`src/sv/gnta_pkg.sv`:
```
// ----------------------------------------------------------------------------
// gnta_pkg: shared types and constants for gated nearest track association
// Payload structs, request codes, state enums and size constants.
// ----------------------------------------------------------------------------
package gnta_pkg;

    localparam int TRUTH_DEPTH_DEF   = 64;
    localparam int HISTORY_DEPTH_DEF = 1024;
    localparam int CFG_IDX_W         = 2;
    localparam int CFG_DATA_W        = 16;
    localparam int SUM_W             = 38;
    localparam int TALLY_W           = 16;
    localparam int AVG_W             = 22;
    localparam int COORD_W           = 20;
    localparam int SQ_W              = 43;
    localparam int DIST_W            = 22;

    localparam logic [1:0] REQ_LOAD  = 2'd0;
    localparam logic [1:0] REQ_TRACK = 2'd1;
    localparam logic [1:0] REQ_EOF   = 2'd2;

    localparam logic [CFG_IDX_W-1:0] CFG_GATE_BASE  = 2'd0;
    localparam logic [CFG_IDX_W-1:0] CFG_GATE_SLOPE = 2'd1;
    localparam logic [CFG_IDX_W-1:0] CFG_MIN_DEPTH  = 2'd2;
    localparam logic [CFG_IDX_W-1:0] CFG_DEF_DEPTH  = 2'd3;

    typedef struct packed {
        logic [1:0]          req_type;
        logic signed [19:0]  pos_x;
        logic signed [19:0]  pos_y;
        logic signed [19:0]  pos_z;
        logic [15:0]         object_id;
        logic                track_active;
    } gnta_in_t;

    typedef struct packed {
        logic [15:0] active_tracks;
        logic [15:0] ident_changes;
        logic [15:0] fragmentations;
        logic [15:0] matched_pairs;
        logic [21:0] avg_error_mm;
        logic        truth_dropped;
    } gnta_out_t;

    typedef enum logic [3:0] {
        ST_IDLE, ST_RD, ST_SQ, ST_SUM, ST_ROOT, ST_NEXT, ST_GATE, ST_HRD, ST_HWAIT,
        ST_HUPD, ST_DIV, ST_OUT
    } gnta_state_t;

    function automatic logic [TALLY_W-1:0] sat_inc(input logic [TALLY_W-1:0] v);
        logic [TALLY_W-1:0] r;
        r = (v == {TALLY_W{1'b1}}) ? v : v + 1'b1;
        return r;
    endfunction

endpackage

```
`src/sv/gnta_front.sv`:
```
// ----------------------------------------------------------------------------
// gnta_front: input stage and queue
// Accept transactions, drop ignored ones, hold a short queue for the back end.
// ----------------------------------------------------------------------------
module gnta_front (
    input  logic               clk,
    input  logic               rst_n,
    input  logic               in_valid,
    output logic               in_stall,
    input  gnta_pkg::gnta_in_t in_data,
    output logic               q_valid,
    input  logic               q_pop,
    output gnta_pkg::gnta_in_t q_data
);
    localparam int QD = 2;
    gnta_pkg::gnta_in_t q_reg [QD];
    logic [1:0] cnt_reg;
    logic       rd_reg, wr_reg;
    logic       push, keep;

    assign in_stall = (cnt_reg == 2'd2);
    // drop unused codes and inactive tracks at the door
    assign keep = (in_data.req_type == gnta_pkg::REQ_LOAD) ||
                  (in_data.req_type == gnta_pkg::REQ_EOF) ||
                  (in_data.req_type == gnta_pkg::REQ_TRACK && in_data.track_active);
    assign push    = in_valid && !in_stall && keep;
    assign q_valid = (cnt_reg != 2'd0);
    assign q_data  = q_reg[rd_reg];

    always_ff @(posedge clk or negedge rst_n)
    begin
        if (!rst_n)
        begin
            cnt_reg <= '0;
            rd_reg  <= 1'b0;
            wr_reg  <= 1'b0;
        end
        else
        begin
            if (push)
            begin
                wr_reg <= ~wr_reg;
            end
            if (q_pop)
            begin
                rd_reg <= ~rd_reg;
            end
            cnt_reg <= cnt_reg + {1'b0, push} - {1'b0, q_pop};
        end
    end

    always_ff @(posedge clk)
    begin
        if (push)
        begin
            q_reg[wr_reg] <= in_data;
        end
    end
endmodule

```
`config.mk`:
```
export PLATFORM = sky130hd
export DESIGN_NAME = gnta_front
export DESIGN_NICKNAME = d
export VERILOG_FILES = /design/src/sv/gnta_pkg.sv /design/src/sv/gnta_front.sv
export SDC_FILE = /design/constraint.sdc
export NUM_CORES = 1
export LEC_CHECK = 0
export BUFFER_PORTS_ARGS = -buffer_cell sky130_fd_sc_hd__buf_2
export CORE_AREA = 3 3 118 120
export CTS_BUF_LIST = sky130_fd_sc_hd__clkbuf_4 sky130_fd_sc_hd__clkbuf_8
export DETAILED_ROUTE_END_ITERATION = 10
export DIE_AREA = 0 0 121 123
export HOLD_SLACK_MARGIN = 0.12
export PLACE_DENSITY = 0.76
export SLEW_MARGIN = 10
export SYNTH_ARGS = -nofsm -noshare
export SYNTH_HDL_FRONTEND = slang
export SYNTH_SLANG_ARGS = --single-unit
```
`constraint.sdc`:
```
create_clock -name clk -period 4.3 [get_ports clk]
set_clock_uncertainty 0.05 [all_clocks]
set_input_delay 0.215 -clock clk [delete_from_list [all_inputs] [get_ports clk]]
set_output_delay 0.215 -clock clk [all_outputs]
set_load 0.02 [all_outputs]
```
## Word-level counts from Yosys, hierarchy flattened

Memory sizes are Yosys's and may differ from the RTL's.
Index checks and enable logic that the tools add are counted.

- Flip-flop bits (word level): 4
- Memory bits (writable): 158
- Bits of input ports: 83
- Word-level logic and storage cells: 21
- Memories kept: 1

- $add $sub $neg: 2
- Eq/ne operators: 3
- Mux-type cells: 2
- Bitwise gates (word level): 2
- Reductions and logical operators: 8

Memory list:

| memory | words | bits a word | rd ports | clocked after memory_dff | write ports | line | source |
|---|---|---|---|---|---|---|---|
| q_reg | 2 | 79 | 1 | 0 | 1 | gnta_front.sv:16 | `gnta_pkg::gnta_in_t q_reg [QD];` |

Operators by type and width:

| cell | count |
|---|---|
| 2-bit == test, second input constant | 2 |
| 1-bit logical AND | 3 |
| 2-bit by 1-bit adder with 2-bit output | 1 |
| 2-bit by 1-bit == test with 1-bit output, second input constant | 1 |
| 2-bit logical NOT | 1 |
| 1-bit logical OR | 2 |
| 1-bit two-way mux | 2 |
| 1-bit inverter | 2 |
| 2-bit nonzero test | 1 |
| 2-bit by 1-bit subtractor with 2-bit output | 1 |
| 1-bit logical NOT | 1 |

## Longest topological paths before layout

Gate-level depths: netlist of run 1.

- Depth in word-level cells: 6
- Depth in mapped cells: 7
- Depth with buffers taken out: 7

## Worst setup path before layout of run 1

Ideal clock, no wire load.

- Kind: register to register
- From: register cnt_reg[1]
- To: memory q_reg[0][0] in the netlist's numbering (enable)
- Setup time: 0.517 ns
- Arrival time: 4.178 ns
- Path slack: -0.445 ns
- Cell stages (with the launch flop): 4
- Cells stage by stage: dfrtp_1 > nor2b_4 > a211o_4 > nor2_1

- Word-level cells in the longest chain between the ends: 6

RTL lines:

| item | line | source |
|---|---|---|
| from (decl) | gnta_front.sv:17 | `logic [1:0] cnt_reg;` |
| from (signal assigned) | gnta_front.sv:48 | `cnt_reg <= cnt_reg + {1'b0, push} - {1'b0, q_pop};` |
| 2-bit == test | gnta_front.sv:21 | `assign in_stall = (cnt_reg == 2'd2);` |
| net in_stall | gnta_front.sv:9 | `output logic in_stall,` |
| 1-bit logical NOT | gnta_front.sv:26 | `assign push = in_valid && !in_stall && keep;` |
| 1-bit logical AND (2 in series) | gnta_front.sv:26 |  |
| 1-bit two-way mux | gnta_front.sv:54 | `if (push)` |
| 1-bit two-way mux (not written as such) | gnta_front.sv:56 | `q_reg[wr_reg] <= in_data;` |
| to (decl) | gnta_front.sv:16 |  |

The timed path passes the listed nets, and every way through them passes these cells.

==> results.ini, run 1 <==
[yosys]
synth_edf_count = 158
ys_async_sr_fraction = 0.0247
ys_types = 14
yosysTopAreaCell = edfxtp_1
syn_area_um2 = 6260
yosysSeqAreaShare = 0.774
netlist.area_leader.share = 0.758
syn-num-nets = 350
avgSynthCellArea_um2 = 23.6
synth_area_leaders = edfxtp_1, mux2_4, buf_6, dfrtp_1, ha_1
yosysWarnings = 0
synth_flop_cell = edfxtp_1
synth_most_common_cell = edfxtp_1
synthTopCellsByCount = edfxtp_1, mux2_4, buf_6, dfrtp_1, inv_1
netlist_instances = 265
synth-seq-cells = 162

[routing]
routed_wirelength_um = 11700
vias = 3323
routedWlPerCell_um = 16.3
ant_nets = 0
vias_per_cell = 4.65
route.detailed.drc = 0
drt_iter0_drc = 137
drt_pass1_iterations = 4

[die]
die_h_um = 123
fp.dieArea_um2 = 14900
std_cell_rows = 42
die_w_um = 121
io-pin-count = 164
start_util = 0.479
core_area_um2 = 13100

[sta]
whs_ns = 0.440
maxSlewHeadroom = 0.544
rsz0062_at_grt = no
min_period_ns = 2.54
clock.fmax_ghz = 0.393
tightest_slew_ns = 0.684
slew_violations = 0
finalSetupViolations = 0
period_share = 0.591
finalHoldViolCount = 0
setup_tns_ns = 0

[setup_path]
r2r_cells = 4
worstSetupStartpoint = rd_reg
r2r_slack_ns = 2.19
rr_endpoint = q_reg[0][9]
crit_fanout = 46
r2r_start = cnt_reg[1]
endpoint_kind = output pin
worstSetupPathType = reg2out
crit_end = q_data[26]
arrival_ns = 2.28
critical_path_required_ns = 4.03
cp-start-kind = flop

[clock_tree]
cts.clk_slew.worst_paths_ns = 0.08
cts_setup_buffers = 0
cts.path.max_buffers = 2
cts_resized = 0
clock_latency_ns = 0.44
cts_buffers = 17
cts_max_level = 4
cts-root-buf = clkbuf_8
clkSinkCount = 162
cts_tree = built

[power]
ir_drop_uv = 376
p_leak_nw = 3.42
power_per_cell_area_nw_per_um2 = 584

[status]
outcome = finished, final reports clean

[place]
gp_congestion = 0.698
io_buffers = 163
placed_cell_area_um2 = 7270
hpwlAfterDp_um = 7010

[layout]
largest_reg_flops = 158
fin_util = 0.647
antenna_cells = 0
final_design_area_no_fill_um2 = 8470
final_nets = 611
area_growth_pct = 35.2
drive_gt1_frac = 0.528

[global_route]
grt_overflow = 0
grt_pass1_vias = 3623
antenna_found_initial = 0
grt_max_degree = 49
grt_pass1_wl_um = 17900
track_usage = 0.162

[worst_hold_path]
hold_path_class = in2reg

[run]
drv_cap = 0

-- layer usage --
| metal | wire length (µm) | vias to the layer above | track usage |
|---|---|---|---|
| met5 | 0 | - | 0 |
| met4 | 244 | 0 | 0.0694 |
| met3 | 657 | 23 | 0.0485 |
| met2 | 6040 | 117 | 0.286 |
| met1 | 4730 | 1618 | 0.183 |
| li1 | - | 1565 | - |
-- worst min-delay path by stage --
stage / from / to / slack, ns / cells after the start
global placement: rst_n / cnt_reg[0] / -0.02 / 1
detailed placement: rst_n / cnt_reg[0] / -0.02 / 1
finish: in_data[5] / q_reg[1][5] / 0.44 / 2
global route: in_data[21] / q_reg[0][21] / 0.41 / 2
floorplan: rst_n / cnt_reg[0] / -0.13 / 0
CTS: in_data[73] / q_reg[0][73] / 0.40 / 2
-- power by group --
part | internal, mW | switching, mW | total [mW]
clock network | 0.525 | 0.505 | 1.03
logic | 0.839 | 0.892 | 1.73
registers | 2.02 | 0.163 | 2.18
total | 3.38 | 1.56 | 4.94
-- per-stage QoR --
step / cells / total power [mW] / setup slack [ns]
after floorplan: 265 / 3.50 / -0.445
after global placement: 600 / 3.87 / 2.20
after detailed placement: 600 / 3.90 / 2.18
after CTS: 714 / 5.00 / 1.71
after global routing: 714 / 5.17 / 1.65
final: 714 / 4.94 / 1.76
-- timing repair --
action / in CTS / in global routing
hold buffers: 83 / 0
hold endpoints to repair: 165 / 0
endpoints found under the setup margin: 0 / 0
-- cells in the final DEF (no fill, tap or decap) --
cell           netlist  final
or2_2                1      1
ha_1                 2      2
xnor2_1              2      2
buf_12               0      1
dfrtp_1              4      3
dfrtp_4              0      1
mux2_4              79     79
buf_2                0    163
clkinvlp_4           0      3
a211o_4              1      1
edfxtp_1           158    158
clkinv_1             0      1
nor2b_4              1      1
buf_4                0      4
nand2b_1             1      1
clkinv_4             0      1
clkinv_2             0      4
xor2_1               1      1
nor2_4               0      2
dlygate4sd3_1        0     83
inv_1                3      3
clkbuf_8             0     17
bufinv_16            0      2
xnor2_2              1      1
clkbuf_4             0      3
-- cell families (layout without fill, tap and decap cells) --
logic type      count (synthesis)  in the layout  share of synthesized area
simple gates                    5              5                    0.00540
mux                            79             79                      0.189
buf+inv                        12            285                     0.0180
flops                         162            162                      0.774
compound gates                  1              1                    0.00280
fa+ha+maj                       2              2                    0.00400
xor+xnor                        4              4                    0.00679
-- worst max-delay path, cell delays in order (launching register included) --
cell and delay [ns]:
dfrtp_4 0.88, buf_12 0.39, mux2_4 0.34, buf_2 0.16
-- layout make-up --
class	count	area [µm²]
tap	176	220
clock buffer	20	256
clock inverter	11	115
multi-input combinational	91	1320
inverter	3	11.3
sequential	162	4850
timing repair buffer	251	1700
fill	873	4620
(Power assumes the default switching activity.)
==> run 2, diff against run 1 <==
--- a/config.mk
+++ b/config.mk
@@ -5,13 +5,14 @@
 export SDC_FILE = /design/constraint.sdc
 export NUM_CORES = 1
 export LEC_CHECK = 0
+export ABC_AREA = 1
 export BUFFER_PORTS_ARGS = -buffer_cell sky130_fd_sc_hd__buf_2
 export CORE_AREA = 3 3 118 120
 export CTS_BUF_LIST = sky130_fd_sc_hd__clkbuf_4 sky130_fd_sc_hd__clkbuf_8
 export DETAILED_ROUTE_END_ITERATION = 10
 export DIE_AREA = 0 0 121 123
 export HOLD_SLACK_MARGIN = 0.12
-export PLACE_DENSITY = 0.76
+export PLACE_DENSITY = 0.77
 export SLEW_MARGIN = 10
 export SYNTH_ARGS = -nofsm -noshare
 export SYNTH_HDL_FRONTEND = slang
==> constraint.sdc (replaced) <==
create_clock -name clk -period 2.2 [get_ports clk]
set_clock_uncertainty 0.05 [all_clocks]
set_input_delay 0.11 -clock clk [delete_from_list [all_inputs] [get_ports clk]]
set_output_delay 0.11 -clock clk [all_outputs]
set_load 0.02 [all_outputs]
==> results.ini, run 2 <==
[layout]
largest_reg_flops = 158
final_nets = 634
n_fill_cell = 870
fin_util = 0.656
antenna_cells = 0
drive_gt1_frac = 0.520
layout_common_cells = buf_2, edfxtp_1, dlygate4sd3_1, mux2_4, clkbuf_8
area_growth_pct = 35.7
final_common_cell = buf_2
final_design_area_no_fill_um2 = 8590
finalNonFillerCells = 738

[setup_path]
critical_path_required_ns = 2.04
worstSetupPathType = reg2out
r2r_cells = 5
endpoint_kind = output pin
crit_fanout = 34
rr_endpoint = q_reg[0][26]
r2r_start = cnt_reg[0]
cp-start-kind = flop
arrival_ns = 1.84
r2r_slack_ns = 0.46

[global_route]
grt_pass1_vias = 3783
antenna_found_initial = 0
grt_max_degree = 51
grt_pass1_wl_um = 18900
track_usage = 0.168
grt_overflow = 0

[yosys]
synth_edf_count = 158
yosysSeqAreaShare = 0.765
netlist.area_leader.share = 0.750
netlist_instances = 276
synthTopCellsByCount = edfxtp_1, mux2_4, inv_1, nand2_1, buf_12
ys_async_sr_fraction = 0.0247
synth_most_common_cell = edfxtp_1
synth-seq-cells = 162
synth_flop_cell = edfxtp_1
avgSynthCellArea_um2 = 22.9
synth_area_leaders = edfxtp_1, mux2_4, buf_12, dfrtp_1, inv_1
syn-num-nets = 361
ys_types = 13
yosysWarnings = 0
syn_area_um2 = 6330
yosysTopAreaCell = edfxtp_1

[routing]
ant_nets = 0
vias_per_cell = 4.68
routedWlPerCell_um = 16.8
route.detailed.drc = 0
routed_wirelength_um = 12400
vias = 3455
drt_iter0_drc = 161
drt_pass1_iterations = 6

[place]
gp_congestion = 0.709
placed_cell_area_um2 = 7320
dp.cells = 612
io_buffers = 163
dpl_worst_slack_ns = 0.445
hpwlAfterDp_um = 7510

[sta]
min_period_ns = 2.00
tightest_slew_ns = 0.404
clock.fmax_ghz = 0.501
finalHoldViolCount = 0
whs_ns = 0.334
period_share = 0.908
slew_violations = 0
maxSlewHeadroom = 0.730
rsz0062_at_grt = no
setup_ws_ns = 0.203
finalSetupViolations = 0

[power]
power.net_switching_mw = 3.15
pwr-share-seq = 0.422
switching_share = 0.324
power.share.clock = 0.196
power_per_cell_area_nw_per_um2 = 1140
p_leak_nw = 3.50
ir_drop_uv = 674
p_int_mw = 6.59
combPwrFrac = 0.382

[die]
die_h_um = 123
start_util = 0.484
fp.dieArea_um2 = 14900
core_area_um2 = 13100
std_cell_rows = 42
io-pin-count = 164
die_w_um = 121

[worst_hold_path]
hold_path_class = in2reg
holdPathStages = 2
min_from = in_data[67]
whs_endpoint = q_reg[0][67]

[run]
drv_cap = 0

[clock_tree]
cts_buffers = 17
cts_resized = 0
clkSinkCount = 162
cts.path.max_buffers = 2
clock_latency_ns = 0.44
cts_tree = built
cts_max_level = 4
cts.clk_slew.worst_paths_ns = 0.08
cts-root-buf = clkbuf_8

[status]
outcome = finished, final reports clean

-- run 2: worst max path at each step --
stage,startpoint,endpoint,slack (ns),cells past startpoint
after floorplan,cnt_reg[0],q_reg[1][0],-0.11,4
after global placement,cnt_reg[0],q_reg[0][54],0.52,5
after detailed placement,cnt_reg[0],q_reg[0][49],0.45,5
after CTS,rd_reg,q_data[4],0.03,3
after global routing,rd_reg,q_data[4],0.13,3
final,rd_reg,q_data[4],0.20,3
-- run 2: area by class of cell --
type | instances | area, µm² | share of cell area
Sequential cell | 162 | 4850 | 0.565
Timing Repair Buffer | 263 | 1840 | 0.214
Inverter | 9 | 37.5 | 0.00437
Clock buffer | 17 | 234 | 0.0272
Clock inverter | 15 | 116 | 0.0136
Tap cell | 176 | 220 | 0.0256
Multi-Input combinational cell | 96 | 1290 | 0.151
-- run 2: through the flow --
stage                     TNS (ns)  power [mW]
after floorplan             -11.10        6.93
after global placement           0        7.58
after detailed placement         0        7.66
after CTS                        0        9.68
after global routing             0        10.2
final                            0        9.75
-- run 2: metal layers --
layer  wire length (µm)  global-route usage  share of wire  up-vias
met2               6690               0.304           0.54      131
met1               4700               0.183           0.38     1693
met5                  0                   0              0        -
met4                177              0.0581          0.014        0
met3                813              0.0618          0.066       17
li1                   -                   -              -     1614
-- run 2: logic make-up (layout without fill, tap and decap cells) --
family,count (synthesis),count (layout),share of synthesized area
xor gates and xnor gates,2,2,0.00277
buffers and inverters,18,304,0.0324
AOI/OAI and AO/OA,1,1,0.000790
muxes,79,79,0.187
adders and majority gates,2,2,0.00395
and+or+nand+nor,12,12,0.00731
DFF,162,162,0.765
-- run 2: power by group through the flow --
| stage | registers (mW) | clock network (mW) | logic [mW] |
|---|---|---|---|
| floorplan | 4.11 | 0 | 2.82 |
| global placement | 4.20 | 0 | 3.38 |
| detailed placement | 4.23 | 0 | 3.43 |
| CTS | 4.16 | 1.97 | 3.56 |
| global route | 4.16 | 2.10 | 3.94 |
| finish | 4.11 | 1.91 | 3.73 |
-- run 2: repair_timing --
item / 4_1_cts / 5_1_grt
setup endpoints to repair: 0 / 7
setup buffers: 0 / 11
endpoints found under the hold margin: 165 / 0
hold buffers: 83 / 0
-- run 2: worst max-delay path: stages, from the launching register on --
cell     delay (ns)
dfrtp_4        0.55
buf_12         0.29
mux2_4         0.34
buf_2          0.16
==> run 3, diff against run 2 <==
--- a/config.mk
+++ b/config.mk
@@ -5,14 +5,14 @@
 export SDC_FILE = /design/constraint.sdc
 export NUM_CORES = 1
 export LEC_CHECK = 0
-export ABC_AREA = 1
+export ABC_AREA = 0
 export BUFFER_PORTS_ARGS = -buffer_cell sky130_fd_sc_hd__buf_2
 export CORE_AREA = 3 3 118 120
 export CTS_BUF_LIST = sky130_fd_sc_hd__clkbuf_4 sky130_fd_sc_hd__clkbuf_8
 export DETAILED_ROUTE_END_ITERATION = 10
 export DIE_AREA = 0 0 121 123
 export HOLD_SLACK_MARGIN = 0.12
-export PLACE_DENSITY = 0.77
+export PLACE_DENSITY = 0.76
 export SLEW_MARGIN = 10
 export SYNTH_ARGS = -nofsm -noshare
 export SYNTH_HDL_FRONTEND = slang
==> results.ini, run 3 (synthesized netlist as in run 1, its figures left out) <==
[sta]
setup_tns_ns = 0
min_period_ns = 2.06
rsz0062_at_grt = no
maxSlewHeadroom = 0.745
tightest_slew_ns = 0.382
slew_violations = 0
clock.fmax_ghz = 0.486
period_share = 0.936
finalSetupViolations = 0
finalHoldViolCount = 0

[layout]
seq_area_um2 = 4850
final_common_cell = buf_2
final_nets = 614
finalNonFillerCells = 718
drive_gt1_frac = 0.529
area_growth_pct = 36.8
final_design_area_no_fill_um2 = 8570
largest_reg_flops = 158
multi_input_area_um2 = 1320
n_fill_cell = 895
layout_common_cells = buf_2, edfxtp_1, dlygate4sd3_1, mux2_4, clkbuf_8

[die]
std_cell_rows = 42
io-pin-count = 164
die_h_um = 123
start_util = 0.479
core_area_um2 = 13100
die_w_um = 121
fp.dieArea_um2 = 14900

[setup_path]
slowest_delay_ns = 0.66
worstSetupPathType = reg2out
worst_path_max_delay_cell = dfrtp_4
endpoint_kind = output pin
arrival_ns = 1.90
rr_endpoint = cnt_reg[1]
r2r_cells = 7
crit_fanout = 17
r2r_slack_ns = 0.34
r2r_start = cnt_reg[1]
critPathTopFamily = flip-flops
critical_path_required_ns = 2.04
path_buf_inv = 2
cp_cell_sequence = buf_4 -> mux2_4 -> buf_2
cp-start-kind = flop

[global_route]
grt_overflow = 0
grt_pass1_wl_um = 17900
track_usage = 0.161
antenna_found_initial = 0
grt_pass1_vias = 3586
grt_max_degree = 49

[routing]
drt_pass1_iterations = 4
routed_wirelength_um = 11600
vias = 3327
vias_per_cell = 4.63
drt_iter0_drc = 230
ant_nets = 0
routedWlPerCell_um = 16.2
route.detailed.drc = 0

[clock_tree]
cts_buffers = 17
cts.clk_slew.worst_paths_ns = 0.08
cts.path.max_buffers = 2
clkSinkCount = 162
cts-root-buf = clkbuf_8
cts_setup_buffers = 0
cts_max_level = 4
clock_latency_ns = 0.43
cts_tree = built
cts_resized = 0

[place]
io_buffers = 163
gp_congestion = 0.700
placed_cell_area_um2 = 7360
hpwlAfterDp_um = 7150
dp.cells = 603

[worst_hold_path]
holdPathStages = 2
whs_endpoint = q_reg[0][34]
hold_path_class = in2reg
min_from = in_data[34]

[power]
power_mw = 9.79
power_per_cell_area_nw_per_um2 = 1140
p_leak_nw = 3.44
ir_drop_uv = 680

[run]
drv_cap = 0

[status]
outcome = finished, final reports clean

## run 3: changes by cell type in the layout (fill, tap and decap cells not counted), moves of 2 or more
cell / previous run / this run
buf_4: 12 / 1
nand2_1: 8 / 0
inv_1: 7 / 3
clkbuf_4: 0 / 3
clkinv_1: 5 / 2
buf_12: 5 / 7
clkinv_4: 2 / 0
inv_6: 2 / 0
## run 3: timing repair
item,in CTS,in global routing
endpoints found under the setup margin,0,0
hold buffers,83,0
endpoints found under the hold margin,166,0
## run 3: final cells by class
cell class,instances,share of cell area
clock buffers,20,0.0299
diodes,1,0.000292
well taps,176,0.0257
multi-input cells,91,0.154
clock inverters,11,0.0134
flip-flops and latches,162,0.566
repair buffers,254,0.209
inverters,3,0.00131
## run 3: how the worst max path moves through the flow
stage / slack [ns] / endpoint / depth (start not counted) / start
final: 0.14 / q_data[11] / 3 / rd_reg
after global routing: 0.03 / q_data[14] / 3 / rd_reg
after detailed placement: 0.37 / cnt_reg[1] / 7 / cnt_reg[1]
after floorplan: -0.31 / q_reg[0][0] / 3 / cnt_reg[1]
after CTS: 0.07 / q_data[11] / 3 / rd_reg
after global placement: 0.44 / cnt_reg[1] / 7 / cnt_reg[1]
## run 3: where the power goes
group	total, mW	internal (mW)	leakage (nW)	switching [mW]
Sequential	4.18	3.95	1.49	0.235
Combinational	3.60	1.75	1.77	1.85
Clock	2.01	1.02	0.176	0.985
Total	9.79	6.72	3.44	3.07
## run 3: layer usage
metal  up-vias  global-route usage  wire, µm
met5         -                   0         0
met4         0              0.0588       195
met3        17              0.0636       779
met2       113               0.280      6160
met1      1630               0.178      4470
li1       1567                   -         -
## run 3: stage by stage
stage	worst slack [ns]	hold slack, ns	util
2_1_floorplan	-0.307	-0.236	-
3_3_place_gp	0.440	-0.124	0.563
3_5_place_dp	0.367	-0.127	0.563
4_1_cts	0.0711	0.296	0.655
5_1_grt	0.0253	0.304	0.655
6_report	0.142	0.340	0.655
